<file path="config.mk">
export PLATFORM = sky130hd
export DESIGN_NAME = kop_isqrt
export DESIGN_NICKNAME = d
export VERILOG_FILES = /design/src/assert_macros.svh /design/src/kop_isqrt.sv
export SDC_FILE = /design/constraint.sdc
export NUM_CORES = 2
export LEC_CHECK = 0
export ABC_AREA = 0
export BUFFER_PORTS_ARGS = -buffer_cell sky130_fd_sc_hd__buf_4
export CAP_MARGIN = 40
export CORE_MARGIN = 2
export CORE_UTILIZATION = 40
export DETAILED_ROUTE_END_ITERATION = 6
export PLACE_DENSITY = 0.63
export SLEW_MARGIN = 20
export SYNTH_ARGS = -nofsm -noshare
export SYNTH_HDL_FRONTEND = slang
export SYNTH_SLANG_ARGS = --single-unit
</file>
<file path="constraint.sdc">
create_clock -name i_clk -period 3.4 [get_ports i_clk]
set_input_delay 0.34 -clock i_clk [delete_from_list [all_inputs] [get_ports i_clk]]
set_output_delay 0.34 -clock i_clk [all_outputs]
set_load 0.02 [all_outputs]
</file>
<file path="src/assert_macros.svh">
// Assertion macros used by the file that checks its own logic.
`ifndef ASSERT_MACROS_SVH
`define ASSERT_MACROS_SVH

// Clocked assertion with an explicit clock and active-low reset.
`define KOP_ASSERT_CLK(label, clk, rst_n, prop, msg) \
    label: assert property (@(posedge clk) disable iff (!rst_n) (prop)) \
        else $error(msg);

// Clocked assertion on the block clock and reset.
`define KOP_ASSERT(label, prop, msg) `KOP_ASSERT_CLK(label, i_clk, i_rst_n, prop, msg)

`endif

</file>
<file path="src/kop_isqrt.sv">
`timescale 1ns / 1ps

module kop_isqrt #(
    parameter int RW = 31
) (
    input  logic            i_clk,
    input  logic            i_en,
    input  logic [2*RW-1:0] i_val,
    output logic [RW-1:0]   o_root
);

    // One root bit per stage, two radicand bits consumed per stage.
    logic [RW+1:0]   r_rem  [RW-1];
    logic [2*RW-1:0] r_v    [RW-1];
    logic [RW-1:0]   r_root [RW];

    for (genvar k = 0; k < RW; k++) begin : g_stage
        logic [RW+1:0]   rem_in;
        logic [2*RW-1:0] v_in;
        logic [RW-1:0]   root_in;
        logic [RW+3:0]   cur;
        logic [RW+3:0]   trial;
        logic [RW+3:0]   diff;
        logic            fits;
        logic [RW+1:0]   n_rem;
        logic [RW-1:0]   n_root;

        if (k == 0) begin : g_first
            assign rem_in  = '0;
            assign v_in    = i_val;
            assign root_in = '0;
        end else begin : g_next
            assign rem_in  = r_rem[k-1];
            assign v_in    = r_v[k-1];
            assign root_in = r_root[k-1];
        end

        // Try 4*root + 1 against the remainder with the next two bits appended.
        always_comb begin
            cur    = {rem_in, v_in[2*RW-1 -: 2]};
            trial  = {2'b00, root_in, 2'b01};
            diff   = cur - trial;
            fits   = (cur >= trial);
            n_rem  = fits ? diff[RW+1:0] : cur[RW+1:0];
            n_root = {root_in[RW-2:0], fits};
        end

        always_ff @(posedge i_clk) begin
            if (i_en) begin
                r_root[k] <= n_root;
            end
        end

        if (k < RW - 1) begin : g_carry
            always_ff @(posedge i_clk) begin
                if (i_en) begin
                    r_rem[k] <= n_rem;
                    r_v[k]   <= {v_in[2*RW-3:0], 2'b00};
                end
            end
        end
    end

    assign o_root = r_root[RW-1];

endmodule

</file>
==> results.ini <==
[yosys]
synthMuxAreaShare_pct=1.08
synth_enable_flop_cells=2368
synth.avg_cell_area_um2=12.8
synth_compound_area_share_pct=10.1
synth_top_family_by_area=simple AND/OR/NAND/NOR gates
syn-instance-count=8803
async_flop_share_pct=0
ys_seq_area_share_pct=63.3
synth-simple-area-share_pct=10.7
synthesis.nets=9395
synth_fa_ha_area_share_pct=5.88
synthXorXnorAreaFrac_pct=5.98
synth_cell_types=100
netlist_area_um2=112000
synth_ff_type=edfxtp_1
ys.warnings.count=0
ys_ff_latch=2368

[finish]
regArea_um2=71100
design_area_um2=130000
layout-drive-gt1-share_pct=11.3
fill_cells=24772
final_common_cell=edfxtp_1
multi_input_area_um2=38100
mostFrequentLayoutCells=2368 x edfxtp_1, 654 x inv_1, 588 x nor2_1, 563 x a21oi_1, 528 x ha_1
final_cell_count_no_fill=13315
fin_nets=9980
syn_to_final_growth_pct=15.4

[setup_path]
cp_num_buf_inv=2
end_kind=flip-flop
required_ns=3.99
cpMostUsedCell=buf_12
crit_arrival_ns=3.86
crit_fanout=22
reg2reg_from=r_rem[0][387]
cp_slowest_stage_delay_ns=0.56
cpMaxStageDelayCell=or4_4
crit_path_cell_trace=or4_4 -> or3_1 -> or4_1 -> a21oi_1 -> and2_1 -> nand3_1 -> buf_12 -> buf_12 -> o21a_1
startpoint_type=flip-flop
critPathKind=flip-flop to flip-flop
critical-path-top-delay-family=simple AND/OR/NAND/NOR gates
startpoint=r_rem[0][387]

[global_route]
busiest_layer=met2
grt_pass1_vias=69271
antenna_found_initial=2
met1_usage_pct=21.5
met2_usage_pct=29.6
use_met3_pct=2.11
grt-ovfl-total=0
grt_first_pass_wirelength_um=385000
grt_max_degree=117
track_usage_pct=16.9

[place]
gp_congestion=0.892
io_buffers=94
hpwl_um=180000
place_ws_ns=-0.0267
dp.cells=12769
placed_area_um2=120000

[sta]
fin_ws_ns=0.126
relSlewSlack_pct=42.2
fin_worst_skew_ns=0.0387
fmax_ghz=0.305
slew_viol_final=0
holdWs_ns=0.0956
post-route-period-util_pct=96.3
hold_viol=0
tightest_slew_ns=0.868
period_minus_slack_ns=3.27
finalSetupViolCount=0

[detailed_routing]
drt-wirelength-per-cell_um=18.4
drt_iter0_markers=5049
routed_via_density=5.23
ant_nets=0
drtPass1Iterations=6
drc=0
routed_wirelength_um=245000
vias=69693

[clock_tree]
cts_made_buffers=269
clk_pin_slew_ns=0.06
worst_skew_pair.late_latency_ns=0.86
cts-htree-levels=5
cts_max_path_buffers=4
cts_tree=yes
cts-root-buf=clkbuf_16
clock-sinks=2368

[pwr]
p_int_mw=61.5
power.share.combinational_pct=21.8
sw_frac_of_total_pct=28.7
p_clk_share_pct=32.5
pwr-share-seq_pct=45.7
p_switching_mw=24.8
powerDensity_nw_per_um2=666
p_leak_nw=49.0
peakVddDrop_v=0.000511

[floorplanning]
dieArea_um2=285000
die_x_um=534
core_um2=279000
die_y_um=534
rows=194
io_pins=95
initial_utilization_pct=40.2

[min_path]
hp-class=input port to flip-flop
min_from=i_en

[status]
status=finished clean

[run]
cap_violations=0

## per-layer routing
metal	share of wire [%]	up-vias
met5	0	-
met4	3.2	0
met3	4.0	446
met2	50	1471
met1	43	33705
li1	-	34071
## per-stage QoR
stage | TNS (ns) | util [%] | total power, mW
finish | 0 | 46.4 | 86.3
global route | -0.0130 | 46.4 | 90.8
CTS | 0 | 46.3 | 87.3
detailed placement | -0.0267 | 43.0 | 58.6
global placement | 0 | 43.0 | 58.4
floorplan | 0 | - | 51.8
## sequential cells by signal (all words and copies together) (netlist names)
name / cells
r_rem: 942
r_v: 930
r_root: 496
## cells by family after synthesis
logic type,after synthesis
xor gates and xnor gates,767
AOI/OAI and AO/OA,1812
muxes,109
and+or+nand+nor,2356
DFF,2368
adders and majority gates,528
other,1
buffers and inverters,862
## layout make-up
class	instances	share of cell area [%]
Inverter	660	1.92
Antenna cell	1	0.00193
Clock buffer	316	5.48
Sequential cell	2368	54.9
Clock inverter	157	1.15
Timing Repair Buffer	516	3.54
Multi-Input combinational cell	5573	29.4
Tap cell	3724	3.60
## power by group through the flow
stage / logic, mW / clock network [mW] / registers (mW)
global route: 20.9 / 30.2 / 39.8
finish: 18.8 / 28.1 / 39.4
floorplan: 13.0 / 0 / 38.8
detailed placement: 18.5 / 0 / 40.1
CTS: 18.7 / 29.1 / 39.5
global placement: 18.3 / 0 / 40.0
## worst paths after layout
check,slack [ns],cells after the start,to
worst max register to register,0.13,9,r_rem[0][399]
worst min register to register,0.40,0,r_v[0][447]
worst min-delay path,0.1,1,r_root[0][465]
worst max-delay path,0.13,9,r_rem[0][399]
## cell usage after synthesis (42+ instances only)
| cell type | number | area, um^2 |
|---|---|---|
| a211oi_1 | 60 | 450 |
| a21o_1 | 173 | 1300 |
| a21oi_1 | 566 | 2830 |
| a31oi_1 | 42 | 263 |
| and3_1 | 46 | 288 |
| clkbuf_1 | 179 | 672 |
| edfxtp_1 | 2368 | 71100 |
| ha_1 | 528 | 6610 |
| inv_1 | 655 | 2460 |
| mux2_2 | 101 | 1140 |
| nand2_1 | 517 | 1940 |
| nand2b_1 | 79 | 494 |
| nand3_1 | 147 | 736 |
| nand4_1 | 118 | 738 |
| nor2_1 | 590 | 2210 |
| nor2b_1 | 81 | 507 |
| nor3_1 | 224 | 1120 |
| nor4_1 | 132 | 826 |
| o211ai_1 | 45 | 338 |
| o21a_1 | 121 | 908 |
| o21ai_0 | 444 | 2220 |
| o21bai_1 | 57 | 428 |
| o31ai_1 | 58 | 435 |
| or2_2 | 50 | 313 |
| or3_1 | 114 | 713 |
| or4_1 | 74 | 556 |
| xnor2_1 | 392 | 3430 |
| xor2_1 | 375 | 3280 |
## timing repair
action                     in CTS  in global routing
pin swaps                       0                  8
hold endpoints to repair       63                  0
gates resized for setup         3                 53
hold buffers                   63                  0
setup buffers                   0                  9
setup endpoints to repair      22                204
(Power assumes the default switching activity.)
