## config.mk

```make
export PLATFORM = sky130hd
export DESIGN_NAME = kop_cordic
export DESIGN_NICKNAME = d
export VERILOG_FILES = /design/src/assert_macros.svh /design/src/kop_pkg.sv /design/src/kop_cordic.sv
export SDC_FILE = /design/constraint.sdc
export NUM_CORES = 2
export LEC_CHECK = 0
export ABC_AREA = 0
export BUFFER_PORTS_ARGS = -buffer_cell sky130_fd_sc_hd__buf_2
export CAP_MARGIN = 15
export CORE_UTILIZATION = 50
export DETAILED_ROUTE_END_ITERATION = 8
export PLACE_DENSITY = 0.65
export SYNTH_ARGS = -nofsm -noshare
export SYNTH_HDL_FRONTEND = slang
export SYNTH_SLANG_ARGS = --single-unit
```

## constraint.sdc

```tcl
create_clock -name i_clk -period 9.2 [get_ports i_clk]
set_input_delay 0.92 -clock i_clk [delete_from_list [all_inputs] [get_ports i_clk]]
set_output_delay 0.92 -clock i_clk [all_outputs]
set_load 0.05 [all_outputs]
```

## src/assert_macros.svh

```systemverilog
// Assertion macros used by the file that checks its own logic.
`ifndef ASSERT_MACROS_SVH
`define ASSERT_MACROS_SVH

// Clocked assertion with an explicit clock and active-low reset.
`define KOP_ASSERT_CLK(label, clk, rst_n, prop, msg) \
    label: assert property (@(posedge clk) disable iff (!rst_n) (prop)) \
        else $error(msg);

// Clocked assertion on the block clock and reset.
`define KOP_ASSERT(label, prop, msg) `KOP_ASSERT_CLK(label, i_clk, i_rst_n, prop, msg)

`endif

```

## src/kop_pkg.sv

```systemverilog
`timescale 1ns / 1ps

package kop_pkg;

    // Fixed-point constants: reals are signed Q.30, angles are 32-bit turn phases.
    localparam int KOP_CORDIC_STAGES = 16;
    localparam int KOP_TABLE_LEN     = 24;
    localparam int KOP_CW            = 33;
    localparam int KOP_ZW            = 34;
    localparam int KOP_GAIN_START    = 652032874;
    localparam int KOP_RAD_TO_PHASE  = 683565276;
    localparam int KOP_DSPLIT        = 17;
    localparam int KOP_PACK_W        = 66;
    localparam int KOP_IDX_W         = 2;

    localparam logic signed [63:0] KOP_QONE    = 64'sd1073741824;
    localparam logic signed [63:0] KOP_QONE_SQ = 64'sh1000_0000_0000_0000;

    // Configuration register indexes.
    localparam logic [KOP_IDX_W-1:0] KOP_REG_ECC    = 2'd0;
    localparam logic [KOP_IDX_W-1:0] KOP_REG_AXIS   = 2'd1;
    localparam logic [KOP_IDX_W-1:0] KOP_REG_PERIOD = 2'd2;

    // Arctangent of 2^-i as a turn phase.
    function automatic logic [31:0] kop_atan(input int idx);
        logic [31:0] v;
        case (idx)
            0:  v = 32'd536870912;
            1:  v = 32'd316933406;
            2:  v = 32'd167458907;
            3:  v = 32'd85004756;
            4:  v = 32'd42667331;
            5:  v = 32'd21354465;
            6:  v = 32'd10679838;
            7:  v = 32'd5340245;
            8:  v = 32'd2670163;
            9:  v = 32'd1335087;
            10: v = 32'd667544;
            11: v = 32'd333772;
            12: v = 32'd166886;
            13: v = 32'd83443;
            14: v = 32'd41722;
            15: v = 32'd20861;
            16: v = 32'd10430;
            17: v = 32'd5215;
            18: v = 32'd2608;
            19: v = 32'd1304;
            20: v = 32'd652;
            21: v = 32'd326;
            22: v = 32'd163;
            23: v = 32'd81;
            default: v = 32'd0;
        endcase
        return v;
    endfunction

    // Denominator 1 + x from the raw Q.60 product x, forced to one when not positive.
    function automatic logic [31:0] kop_den(input logic signed [63:0] prod);
        logic signed [63:0] d;
        d = KOP_QONE + (prod >>> 30);
        if (d <= 64'sd0) begin
            d = KOP_QONE;
        end
        return d[31:0];
    endfunction

    // Saturation of an output coordinate to 33 signed bits.
    function automatic logic [KOP_CW-1:0] kop_pack(input logic signed [KOP_PACK_W-1:0] v);
        logic [KOP_CW-1:0] r;
        if (v > 66'sd4294967295) begin
            r = 33'h0_FFFF_FFFF;
        end else if (v < -66'sd4294967296) begin
            r = 33'h1_0000_0000;
        end else begin
            r = v[KOP_CW-1:0];
        end
        return r;
    endfunction

endpackage

```

## src/kop_cordic.sv

```systemverilog
`timescale 1ns / 1ps

module kop_cordic import kop_pkg::*; #(
    parameter int STG = KOP_CORDIC_STAGES
) (
    input  logic                     i_clk,
    input  logic                     i_en,
    input  logic [31:0]              i_phase,
    output logic signed [KOP_CW-1:0] o_cos,
    output logic signed [KOP_CW-1:0] o_sin
);

    localparam logic signed [KOP_ZW-1:0] QUARTER = 34'sd1073741824;
    localparam logic signed [KOP_ZW-1:0] HALF    = 34'sd2147483648;

    logic signed [KOP_ZW-1:0] r_fz;
    logic                     r_fflip;
    logic signed [KOP_CW-1:0] r_x    [STG];
    logic signed [KOP_CW-1:0] r_y    [STG];
    logic signed [KOP_ZW-1:0] r_z    [STG-1];
    logic                     r_flip [STG];
    logic signed [KOP_CW-1:0] r_cos;
    logic signed [KOP_CW-1:0] r_sin;

    logic signed [KOP_ZW-1:0] z0;
    logic signed [KOP_ZW-1:0] n_fz;
    logic                     n_fflip;

    // Fold the angle into a quarter turn either side of zero.
    always_comb begin
        z0      = KOP_ZW'($signed(i_phase));
        n_fz    = z0;
        n_fflip = 1'b0;
        if (z0 > QUARTER) begin
            n_fz    = z0 - HALF;
            n_fflip = 1'b1;
        end else if (z0 < -QUARTER) begin
            n_fz    = z0 + HALF;
            n_fflip = 1'b1;
        end
    end

    always_ff @(posedge i_clk) begin
        if (i_en) begin
            r_fz    <= n_fz;
            r_fflip <= n_fflip;
        end
    end

    // Rotation stages, one micro-rotation each.
    for (genvar k = 0; k < STG; k++) begin : g_iter
        logic signed [KOP_CW-1:0] x_in;
        logic signed [KOP_CW-1:0] y_in;
        logic signed [KOP_ZW-1:0] z_in;
        logic                     f_in;
        logic signed [KOP_ZW-1:0] ang;
        logic signed [KOP_CW-1:0] n_x;
        logic signed [KOP_CW-1:0] n_y;
        logic signed [KOP_ZW-1:0] n_z;

        if (k == 0) begin : g_first
            assign x_in = KOP_CW'(KOP_GAIN_START);
            assign y_in = '0;
            assign z_in = r_fz;
            assign f_in = r_fflip;
        end else begin : g_next
            assign x_in = r_x[k-1];
            assign y_in = r_y[k-1];
            assign z_in = r_z[k-1];
            assign f_in = r_flip[k-1];
        end

        always_comb begin
            ang = $signed({2'b00, kop_atan(k)});
            if (z_in >= 0) begin
                n_x = x_in - (y_in >>> k);
                n_y = y_in + (x_in >>> k);
                n_z = z_in - ang;
            end else begin
                n_x = x_in + (y_in >>> k);
                n_y = y_in - (x_in >>> k);
                n_z = z_in + ang;
            end
        end

        always_ff @(posedge i_clk) begin
            if (i_en) begin
                r_x[k]    <= n_x;
                r_y[k]    <= n_y;
                r_flip[k] <= f_in;
            end
        end

        if (k < STG - 1) begin : g_carry
            always_ff @(posedge i_clk) begin
                if (i_en) begin
                    r_z[k] <= n_z;
                end
            end
        end
    end

    // Undo the half-turn fold.
    always_ff @(posedge i_clk) begin
        if (i_en) begin
            r_cos <= r_flip[STG-1] ? -r_x[STG-1] : r_x[STG-1];
            r_sin <= r_flip[STG-1] ? -r_y[STG-1] : r_y[STG-1];
        end
    end

    assign o_cos = r_cos;
    assign o_sin = r_sin;

endmodule

```

==> qor.txt <==
outcome = complete, but fails checks
violated checks = DRC
Detail Route Antenna Nets = 0
Hold-fix buffers, CTS = 0
crit path max fanout = 39
vias in the first global route = 96900
crit path kind = reg2reg
Syn Area/Cell = 9.74 um2
Setup Viol. Count Final = 0
drt pass-1 iters = 9
Fmax = 149 MHz
most common cell after layout, fill and taps aside = edfxtp_1
wire per inst = 19.7 um
Clock Path Buffers = 4
Async SR Flop Fraction = 0
CTS tree = built
hold crit path type = in2reg
Crit path top cell by count = o21ai_0
Final Cycle Share = 0.728
Critical Path Start Type = register
H-tree levels = 4
Initial Utilization = 0.503
cell row count = 184
PortBufs = 99
Die ar. = 255000 um2
CTS clk-pin slew, worst paths = 0.06 ns
global-route wire length before repair = 519 mm
Tightest Pin Transition = 1.17 ns
Cells after Synth = 13000
pin count of the biggest net entering global routing = 211
Post-Layout Cell Count = 16700
final worst path period need = 6.70 ns
Seq/Total Area, Yosys = 0.370
worst r2r src = r_z[0][203]
CP Cell Sequence = inv_1 > ha_1 > nor4b_1 > nand4_1 > nor4_1 > and4_1 > nor2_4 > buf_4 > inv_2 > buf_4 > nor2_1 > xnor2_1 > ha_1 > nor2b_1 > o21ai_0 > a21oi_1 > o21ai_0 > o221ai_1 > a2111oi_0 > o31a_1 > o21a_1 > o21ai_0 > a21oi_1 > xnor2_1
Congestion Overflow GR = 0
most frequent cells in the layout = 1559 x edfxtp_1, 1382 x ha_1, 1207 x xnor2_1, 1165 x a21oi_1, 996 x nor2_1
CP max-delay cell = a2111oi_0
most used flip-flop cell after synthesis = edfxtp_1
top cell type's share of synthesized area = 0.370
die width = 505 um
Buf/Inv on CP = 4
Mapped Area = 127000 um2
DR vias/cell = 5.98
top cell type by total area after synthesis = edfxtp_1
Crit path max-delay family = compound AO/OA/AOI/OAI gates
Clock Skews = 0.0721 ns
antenna violations before repair = 3
library cells used by synthesis = 90
Net Count, Synth = 14500
YS warnings = 0
post-CTS setup buffers = 0
layout cell share with drive strength beyond 1 = 0.0435
gr usage total = 0.250
Slew HR = 0.216
fin nets = 14600
drc violations = 6
number of enable flip-flop cells after synthesis = 1559
RSZ-0062 raised after global routing = no
post-CTS sizing = 0
DRT iter0 DRCs = 7956
MaxCap Viol Count = 0
leading post-synthesis cells by cell area = edfxtp_1 37%, ha_1 14%, xnor2_1 8.3%, a21oi_1 4.6%, xor2_1 4.2%
flops & latches, synth = 1559
WP data arrival = 7.29 ns
GPL Wtd Cong = 0.929
max incr delay on CP = 0.69 ns
worst path required time = 9.80 ns
Fin Setup TNS = 0 ns
Setup crit start = r_z[0][203]
die height = 505 um
Clock Latency Late Sink = 0.87 ns
vias = 99600
drt total wl = 328 mm
Hold Vio Cnt, Final = 0
Sink Count = 1559
Critical Path End Type = register
dpl hpwl = 259 mm
TritonCTS buffer count = 186
placed cell count = 16300
worst hold start = i_phase[2]
Final Max Tran Viols = 0
clock root buffer = clkbuf_16
Layout area overhead = 8.34%
I/O pins = 100
CORE AREA = 252000 um2
## through the flow
stage	util	hold WS, ns	setup WS [ns]	area (um2)
final	0.545	0.222	2.50	137000
after detailed placement	0.522	0.405	2.52	131000
after CTS	0.545	0.146	2.49	137000
after floorplan	-	0.400	3.44	127000
after global routing	0.545	0.182	1.92	137000
after global placement	0.522	0.404	2.52	131000
## cells in the mapped netlist, types with 45 or more instances
| cell | instances |
|---|---|
| a211oi_1 | 93 |
| a21boi_0 | 56 |
| a21o_1 | 543 |
| a21oi_1 | 1165 |
| a31oi_1 | 106 |
| and2_1 | 60 |
| and3_1 | 133 |
| clkbuf_1 | 141 |
| edfxtp_1 | 1559 |
| fa_1 | 45 |
| ha_1 | 1382 |
| inv_1 | 551 |
| nand2_1 | 653 |
| nand2b_1 | 252 |
| nand3_1 | 248 |
| nand4_1 | 87 |
| nor2_1 | 1009 |
| nor2b_1 | 198 |
| nor3_1 | 332 |
| nor4_1 | 179 |
| o211ai_1 | 64 |
| o21a_1 | 242 |
| o21ai_0 | 763 |
| o21bai_1 | 140 |
| o31a_1 | 51 |
| o31ai_1 | 225 |
| o41ai_1 | 91 |
| or2_2 | 73 |
| or3_1 | 126 |
| or4_1 | 81 |
| xnor2_1 | 1207 |
| xor2_1 | 604 |
## cell families after synthesis
logic type                 Yosys count  share of synthesized area
and+or+nand+nor                   3547                      0.140
AOI/OAI and AO/OA                 3862                      0.195
adders and majority gates         1427                      0.144
muxes                               66                    0.00544
xor gates and xnor gates          1811                      0.125
buffers and inverters              722                     0.0216
DFF                               1559                      0.370
## final timing paths
check	depth (start not counted)	slack (ns)	end
max	24	2.50	r_x[0][230]
min	1	0.22	g_iter[0].z_in[2]
max reg2reg	24	2.50	r_x[0][230]
min reg2reg	0	0.42	r_flip[2][0]
## sequential cells by signal (all words and copies together), names as in the netlist
| signal | flops |
|---|---|
| r_z | 477 |
| g_iter.f_in | 1 |
| r_x | 470 |
| o_sin | 33 |
| o_cos | 33 |
| r_y | 496 |
| g_iter.z_in | 33 |
| r_flip | 16 |
## layout make-up
cell class              instances  area, um2
inverters                     559       2100
clock inverters               110       1160
diodes                          2       5.00
flip-flops and latches       1559      46800
repair buffers                150        978
clock buffers                 216       4790
multi-input cells           10700      77200
fillers                     22100     114000
well taps                    3348       4190
## metal layers
layer / GRT usage / vias up / wire length (um)
met2: 0.433 / 2626 / 157000
li1: - / 49100 / -
met4: 0.0909 / 0 / 12100
met1: 0.322 / 47300 / 143000
met3: 0.0254 / 587 / 16200
met5: 0 / - / 0
Power is left out: the tool's default activity adds up to more than one toggle a clock period on the data nets, which glitch-free logic cannot reach.
